[src/sv/tpns_pkg.sv]
package tpns_pkg;

    typedef enum logic [1:0] {
        REQ_ADD     = 2'd0,
        REQ_REMOVE  = 2'd1,
        REQ_NEAREST = 2'd2,
        REQ_COUNT   = 2'd3
    } t_req;

    typedef enum logic [2:0] {
        ST_CLEAR,
        ST_IDLE,
        ST_SCAN,
        ST_DRAIN,
        ST_FINISH
    } t_state;

    typedef struct packed {
        logic load;
        logic rd_en;
        logic clr;
        logic finish;
    } t_cmd;

    typedef struct packed {
        logic pipe_idle;
        logic out_free;
    } t_status;

    localparam logic [8:0]  CNT_MAX           = 9'h1FF;
    localparam logic        REG_SEARCH_RADIUS = 1'b0;
    localparam logic [15:0] RADIUS_RESET      = 16'd1000;

endpackage

[src/sv/tpns_ctrl.sv]
module tpns_ctrl #(
    parameter int TABLE_ENTRIES = 256,
    parameter int AW            = 8
) (
    input  logic             i_clk,
    input  logic             i_rst_n,
    input  logic             i_in_valid,
    output logic             o_in_stall,
    input  tpns_pkg::t_status i_status,
    output tpns_pkg::t_cmd    o_cmd,
    output logic [AW-1:0]    o_addr
);
    import tpns_pkg::*;

    localparam logic [AW-1:0] LAST_ADDR = AW'(TABLE_ENTRIES - 1);

    t_state        r_state;
    t_state        n_state;
    logic [AW-1:0] r_addr;
    logic [AW-1:0] n_addr;

    always_ff @(posedge i_clk) begin
        if (!i_rst_n) begin
            r_state <= ST_CLEAR;
            r_addr  <= '0;
        end else begin
            r_state <= n_state;
            r_addr  <= n_addr;
        end
    end

    always_comb begin
        n_state = r_state;
        case (r_state)
            ST_CLEAR: begin
                if (r_addr == LAST_ADDR) n_state = ST_IDLE;
            end
            ST_IDLE: begin
                if (i_in_valid) n_state = ST_SCAN;
            end
            ST_SCAN: begin
                if (r_addr == LAST_ADDR) n_state = ST_DRAIN;
            end
            ST_DRAIN: begin
                if (i_status.pipe_idle) n_state = ST_FINISH;
            end
            ST_FINISH: begin
                if (i_status.out_free) n_state = ST_IDLE;
            end
            default: n_state = ST_IDLE;
        endcase
    end

    always_comb begin
        o_cmd      = '0;
        o_in_stall = 1'b1;
        n_addr     = r_addr;
        case (r_state)
            ST_CLEAR: begin
                o_cmd.clr = 1'b1;
                n_addr    = (r_addr == LAST_ADDR) ? '0 : r_addr + 1'b1;
            end
            ST_IDLE: begin
                o_in_stall = 1'b0;
                o_cmd.load = i_in_valid;
                n_addr     = '0;
            end
            ST_SCAN: begin
                o_cmd.rd_en = 1'b1;
                n_addr      = (r_addr == LAST_ADDR) ? '0 : r_addr + 1'b1;
            end
            ST_DRAIN: begin
                n_addr = '0;
            end
            ST_FINISH: begin
                o_cmd.finish = i_status.out_free;
            end
            default: begin
                n_addr = '0;
            end
        endcase
    end

    assign o_addr = r_addr;

endmodule

[config.mk]
export PLATFORM = sky130hd
export DESIGN_NAME = tpns_ctrl
export DESIGN_NICKNAME = d
export VERILOG_FILES = /design/src/sv/tpns_pkg.sv /design/src/sv/tpns_ctrl.sv
export SDC_FILE = /design/constraint.sdc
export NUM_CORES = 1
export LEC_CHECK = 0
export BUFFER_PORTS_ARGS = -buffer_cell sky130_fd_sc_hd__buf_2
export CORE_MARGIN = 4
export CORE_UTILIZATION = 43
export CTS_CLUSTER_DIAMETER = 80
export DETAILED_ROUTE_END_ITERATION = 12
export GPL_TIMING_DRIVEN = 0
export PLACE_DENSITY = 0.74
export SYNTH_ARGS = -nofsm -noshare
export SYNTH_HDL_FRONTEND = slang
export SYNTH_SLANG_ARGS = --single-unit
[constraint.sdc]
create_clock -name i_clk -period 1.4 [get_ports i_clk]
set_clock_uncertainty 0.15 [all_clocks]
set_input_delay 0.07 -clock i_clk [delete_from_list [all_inputs] [get_ports i_clk]]
set_output_delay 0.07 -clock i_clk [all_outputs]
set_load 0.005 [all_outputs]
### After elaboration in Yosys (flattened, before gate mapping)

Index checks and enable logic that the tools add are counted.

* bits in registers: 11
* input port bits: 5
* output and inout port bits: 13
* logic and storage cells: 29

* add/subtract/negate cells: 1
* equality and inequality tests: 10
* muxes and demuxes: 13
* reductions and logical operators: 3

Operators with widths (number)
* $pmux 8 s2: 1
* $mux 3: 5
* $pmux 3 s5: 1
* $ne 2x2->1 const B: 5
* $add 8x1->8 const B: 1
* $eq 8x8->1 const B: 1
* $mux 8: 1
* $eq 3x2->1 const B: 2
* $mux 1: 5
* $reduce_and 5->1: 1
* $eq 3x1->1 const B: 1
* $eq 3x3->1 const B: 1
* $logic_not 3->1: 1
* $reduce_or 2->1: 1

### Longest topological paths before layout

Gate-level depths: netlist (run 1).

* word-level depth: 3
* mapped depth: 5
* mapped depth without buffers: 5

### Worst setup path before layout (run 1)

No wires, ideal clock.

* kind: register to register
* start point: reg r_state[1]
* end point: reg r_addr[6], in the netlist o_addr[6]
* setup time: 0.116 ns
* arrival: 1.163 ns
* data required time: 1.134 ns
* slack: -0.029 ns
* cell stages (with the launch flop): 6
* path buffers: 1
* cell sequence: dfxtp_1 -> buf_6 -> nor3b_4 -> nor3b_2 -> a31o_1 -> o211a_1

* word-level cells in the longest chain between the ends: 3

Ends and longest elaborated chain
* from (decl): RTL line tpns_ctrl.sv:17 `t_state r_state;`
* from (signal assigned): RTL line tpns_ctrl.sv:27 `r_state <= n_state;`
* $eq 3x2->1 / $logic_not 3->1 (equally long branches): RTL line tpns_ctrl.sv:58 `case (r_state)`
* $reduce_or 2->1 (no line)
* $pmux 8 s2: RTL line tpns_ctrl.sv:58
* to (signal assigned): RTL line tpns_ctrl.sv:28 `r_addr <= n_addr;`
* to (decl): RTL line tpns_ctrl.sv:19 `logic [AW-1:0] r_addr;`

Several ways; a longest one is shown, not always the timed one.
A chain may end at the register's enable or synchronous reset.

### Worst setup path in the final report (run 1)

* start point: reg r_state[2]
* end point: reg r_state[0]

* word-level cells in the longest chain between the ends: 3

Ends and longest elaborated chain
* $eq 3x2->1 (tied with other cells): RTL line tpns_ctrl.sv:34 `case (r_state)`
* $ne 2x2->1 (no line)
* $reduce_and 5->1 (no line)

Several ways; a longest one is shown, not always the timed one.

==> results of run 1 <==
-- flip-flops by register name, indices dropped and copies added, names as in the netlist --
signal and cells:
o_addr 8, r_state 3
-- power by group --
group / switching, mW / internal [mW]
registers: 0.0104 / 0.311
clock network: 0.119 / 0.106
logic: 0.0251 / 0.0280
total: 0.155 / 0.445
-- logic make-up (layout without fill, tap and decap cells) --
family          count (synthesis)  after routing  share of synthesized area
compound gates                 15             15                      0.164
xor+xnor                        4              4                     0.0588
fa+ha+maj                       1              1                     0.0210
buf+inv                         6             36                     0.0525
flops                          11             11                      0.370
mux                             1              1                     0.0168
simple gates                   33             33                      0.317
-- repair_timing --
| item | 4_1_cts | 5_1_grt |
|---|---|---|
| hold endpoints to repair | 5 | 0 |
| setup endpoints to repair | 11 | 9 |
| buffers inserted | 6 | 3 |
| hold buffers | 1 | 0 |
| pin swaps | 4 | 7 |
| gates resized for setup | 16 | 16 |
| gates cloned | 0 | 0 |
-- layout by cell type (no fill, tap or decap), types with 3 or more instances in the layout --
| master | n |
|---|---|
| buf_2 | 17 |
| buf_4 | 9 |
| nor2_1 | 7 |
| nor3_1 | 6 |
| a21oi_1 | 6 |
| dfxtp_4 | 6 |
| nand3_1 | 3 |
| nand2_1 | 3 |
| clkbuf_4 | 3 |
| dfxtp_1 | 3 |
-- metal layers --
metal | wire [µm] | track usage | up-vias
met4 | 8 | 0.0468 | 0
met5 | 0 | 0 | -
met3 | 82 | 0.0797 | 2
met1 | 670 | 0.204 | 307
li1 | - | - | 318
met2 | 807 | 0.305 | 14
-- cell type report --
| type | instances | area (µm²) |
|---|---|---|
| fill | 105 | 422 |
| buffer | 2 | 18.8 |
| inverter | 3 | 11.3 |
| clock inverter | 1 | 5.00 |
| clock buffer | 3 | 22.5 |
| tap | 15 | 18.8 |
| multi-input combinational | 54 | 392 |
| sequential | 11 | 245 |
| timing repair buffer | 27 | 166 |
-- worst max path at each step --
stage                           from         end  slack (ps)  cells after the start
final                     r_state[2]  r_state[0]          -5                      5
after global routing      r_state[2]    o_cmd[0]         -80                      3
after CTS                 r_state[0]    o_cmd[3]           6                      4
after detailed placement   o_addr[4]   o_addr[4]        -250                      4
after global placement     o_addr[4]   o_addr[4]        -210                      4
after floorplan            o_addr[0]   o_addr[6]          20                      5
-- through the flow --
stage,hold slack [ps],util,area (µm²),setup slack (ps),power (mW)
after floorplan,37.7,-,596,16.7,0.355
after global placement,199,0.538,699,-207,0.375
after detailed placement,207,0.538,699,-251,0.377
after CTS,8.12,0.621,808,5.83,0.606
after global routing,41.1,0.676,880,-80.7,0.628
final,13.1,0.676,880,-4.56,0.600
-- critical path: cells and delay by family, from the launching register on --
kind	cells	cell delay, ps
compound gates	1	160
buf+inv	1	170
flops	1	380
simple gates	3	450
==> flow_summary.ini, run 1 <==
[worst_setup_path]
path_cells = nor3b_4, buf_6, and2b_1, nor3_1, o21a_1
cp-end-kind = flip-flop
worstPathMaxFanout = 5
r2r.worst_path.cells = 5
r2r_end = r_state[0]
slowest_stage = dfxtp_4
crit_arrival_ps = 1430
criticalPathCategory = flip-flop to flip-flop
cp_slowest_stage_delay_ps = 380
startpoint_type = flip-flop
reg2reg_slack_ps = -5
critPathRequiredTime_ps = 1430
r2r-start = r_state[2]

[detailed_routing]
vias = 641
drtAntennaViolNets = 0
vias_per_cell = 5.53
detail_route.wl_per_cell_um = 13.5
drt_iter0_drc = 10
drc = 0
drt-total-wl_mm = 1.57
firstDrtPassIters = 4

[place]
numPlacedInstances = 103
hpwl_mm = 1.00
gp_congestion = 0.761
numPortBuffers = 17

[global_route]
grt_start_max_net_pins = 11
grt_pass1_wl_mm = 2.70
gr-total-overflow = 0
grt_pass1_vias = 627
antenna_found_initial = 0
grt_usage = 0.180

[sta]
setup_viol = 1
fmax_ghz = 0.712
slew_headroom = 0.832
grt_setup_unrepaired = true
worst_slew_pin_slew_ps = 252
final_max_slew_viol_count = 0
hold_viol = 0
period_share = 1.00
layout_setup_ws_ps = -4.56
setup-tns-final_ps = -4.56
min_period_ps = 1400

[cells_and_area]
drive_above_1_share = 0.495
stdcell_count = 116
area_growth_syn_to_layout_pct = 47.7
diodes = 0
final_nets = 108

[yosys]
seq_area_frac_synth = 0.370
synth_top_area_share = 0.370
synth_area_leaders = dfxtp_1 (37%), a21oi_1 (5.0%), nor3_1 (5.0%)
synth_area_um2 = 596
yosysMostFrequentCell = dfxtp_1
syn-mean-instance-area_um2 = 8.39
synth-seq-cells = 11
syn-num-nets = 77
synth_commonest_cells = dfxtp_1 (11), nor2_1 (8), a21oi_1 (6), nor3_1 (6)
ys_types = 29
synthFlopType = dfxtp_1
synth_edf_count = 0
syn_inst = 71
async_flop_share = 0
ys_warn_count = 0
synth_area_leader_cell = dfxtp_1

[run]
cap_violations = 0

[clock_network]
insertion_delay_ps = 280
h-tree-depth = 1
cts_sinks = 11
root_buffer = clkbuf_4
cts_made_buffers = 3
cts_tree = done
cts.clk_slew.worst_paths_ps = 80
cts_buffer_depth = 2

[floorplanning]
start_util = 0.458
die_w_um = 45.2
io_pins = 18
die_area_um2 = 2040
core_area_um2 = 1300
die_h_um = 45.2
rows = 13

[run_status]
status = finished, violations left
violations = negative setup slack

[hold_path]
min_path_type = input port to flip-flop
min_path_cells = 3
hold_path_end = r_state[1]
hp-start = i_status[1]

[pwr]
leakage_nw = 0.389
max-vdd-ir-drop_mv = 0.663
power.density_nw_per_um2 = 682
Note: power is estimated with default switching activity, not from simulation.
==> run 2: changes to the inputs <==
--- a/config.mk
+++ b/config.mk
@@ -10,7 +10,7 @@
 export CORE_UTILIZATION = 43
 export CTS_CLUSTER_DIAMETER = 80
 export DETAILED_ROUTE_END_ITERATION = 12
-export GPL_TIMING_DRIVEN = 0
+export GPL_TIMING_DRIVEN = 1
 export PLACE_DENSITY = 0.74
 export SYNTH_ARGS = -nofsm -noshare
 export SYNTH_HDL_FRONTEND = slang
==> run 2 against run 1 <==
The run still ends with negative setup slack left. Flip-flop and latch count stayed put. Sequential power is 2% higher. Wire length is 6.8% lower. Critical path type is now flip-flop to primary output. Critical endpoint is now o_cmd[0]. Largest power group unchanged.
==> flow_summary.ini, run 2 (synthesis gave the netlist of run 1 again) <==
[global_route]
grt_use_met2 = 0.282
grt_pass1_wl_mm = 2.37
grt_pass1_vias = 583
antenna_found_initial = 0
top_usage_layer = met2
gr-total-overflow = 0
use_met1 = 0.181
grt_start_max_net_pins = 14
met3_usage = 0.0717
grt_usage = 0.160

[sta]
grt_setup_unrepaired = true
fmax_ghz = 0.708
min_period_ps = 1410
hold_slack_ps = 17.0
period_share = 1.01
final_max_slew_viol_count = 0
layout_setup_ws_ps = -13.4
setup-tns-final_ps = -13.4
setup_viol = 1
worst_slew_pin_slew_ps = 300
hold_viol = 0
slew_headroom = 0.800

[detailed_routing]
vias_per_cell = 5.26
drc = 0
firstDrtPassIters = 3
drt-total-wl_mm = 1.46
drt_iter0_drc = 10
detail_route.wl_per_cell_um = 12.5
vias = 616
drtAntennaViolNets = 0

[clock_network]
cts_tree = done
cts_made_buffers = 3
cts_buffer_depth = 2
root_buffer = clkbuf_4
h-tree-depth = 1
insertion_delay_ps = 270
cts_sinks = 11
cts.clk_slew.worst_paths_ps = 70

[floorplanning]
io_pins = 18
die_area_um2 = 2040
core_area_um2 = 1300
die_w_um = 45.2
die_h_um = 45.2
rows = 13
start_util = 0.458

[worst_setup_path]
r2r.worst_path.cells = 5
critPathRequiredTime_ps = 1180
cp-end-kind = primary output
r2r_end = o_addr[6]
startpoint_type = flip-flop
worstPathMaxFanout = 5
criticalPathCategory = flip-flop to primary output
crit_arrival_ps = 1190
r2r-start = o_addr[1]
reg2reg_slack_ps = 30

[run]
cap_violations = 0

[pwr]
max-vdd-ir-drop_mv = 0.484
seqPwrFrac = 0.546
p_clk_frac = 0.355
leakage_nw = 0.387
internal_power_uw = 465
switchingPower_uw = 139
p_sw_frac = 0.230
p_comb_frac = 0.099
power.density_nw_per_um2 = 710

[run_status]
status = finished, violations left
violations = negative setup slack

[hold_path]
hold_path_end = r_state[1]
min_path_type = input port to flip-flop
min_path_cells = 3
hp-start = i_status[1]

[place]
numPortBuffers = 17
hpwl_mm = 1.12
gp_congestion = 0.783
pre_cts_slack_ps = -55.3
numPlacedInstances = 112

[cells_and_area]
diodes = 0
area_growth_syn_to_layout_pct = 42.6
stdcell_count = 117
layout_commonest_cell = buf_2
final_cell_mix = buf_2 (17), buf_4 (11), nor2_1 (8)
drive_above_1_share = 0.451
final_nets = 109
largest_reg_flops = 8
-- run 2: changes by cell type in the layout (fill, tap and decap cells not counted), moves of 2 or more --
cell / previous run / this run
dfxtp_4: 6 / 0
dfxtp_1: 3 / 6
buf_4: 9 / 11
dfxtp_2: 2 / 5
-- run 2: power groups by stage --
| stage | clock, mW | combinational [mW] | sequential [mW] |
|---|---|---|---|
| 6_report | 0.214 | 0.0599 | 0.329 |
| 5_1_grt | 0.236 | 0.0677 | 0.330 |
| 4_1_cts | 0.222 | 0.0544 | 0.326 |
| 3_5_place_dp | 0 | 0.0512 | 0.333 |
| 3_3_place_gp | 0 | 0.0498 | 0.333 |
| 2_1_floorplan | 0 | 0.0200 | 0.335 |
-- run 2: critical path: stages (launching register included) --
cell     delay (ps)
dfxtp_2         340
nor3b_4         310
and2_1          170
buf_2           110
-- run 2: how the worst max path moves through the flow --
stage                from   endpoint  slack (ps)
2_1_floorplan   o_addr[0]  o_addr[6]          20
3_3_place_gp    o_addr[0]  o_addr[6]         -30
3_5_place_dp    o_addr[0]  o_addr[6]         -60
4_1_cts         o_addr[0]  o_addr[6]         -20
5_1_grt        r_state[1]   o_cmd[0]         -90
6_report       r_state[0]   o_cmd[0]         -10
-- run 2: per-layer routing --
layer  vias up  wire (µm)
met5         -          0
met4         0          0
met3         0         67
met2        11        758
met1       290        637
li1        315          -
-- run 2: through the flow --
| stage | power, mW | utilization | instance area [µm²] |
|---|---|---|---|
| global placement | 0.382 | 0.591 | 769 |
| CTS | 0.602 | 0.627 | 816 |
| finish | 0.603 | 0.653 | 850 |
| floorplan | 0.355 | - | 596 |
| detailed placement | 0.384 | 0.591 | 769 |
| global route | 0.634 | 0.653 | 850 |
-- run 2: what timing repair did --
item | CTS | global route
setup buffers | 0 | 1
pin swaps | 3 | 2
endpoints found under the setup margin | 7 | 10
hold endpoints to repair | 6 | 0
resized for setup | 5 | 11
hold buffers | 1 | 0
-- run 2: final cells by class --
cell class | instances | area, µm²
fillers | 122 | 452
multi-input cells | 54 | 378
flip-flops and latches | 11 | 226
repair buffers | 30 | 189
clock buffers | 4 | 26.3
well taps | 15 | 18.8
inverters | 3 | 11.3
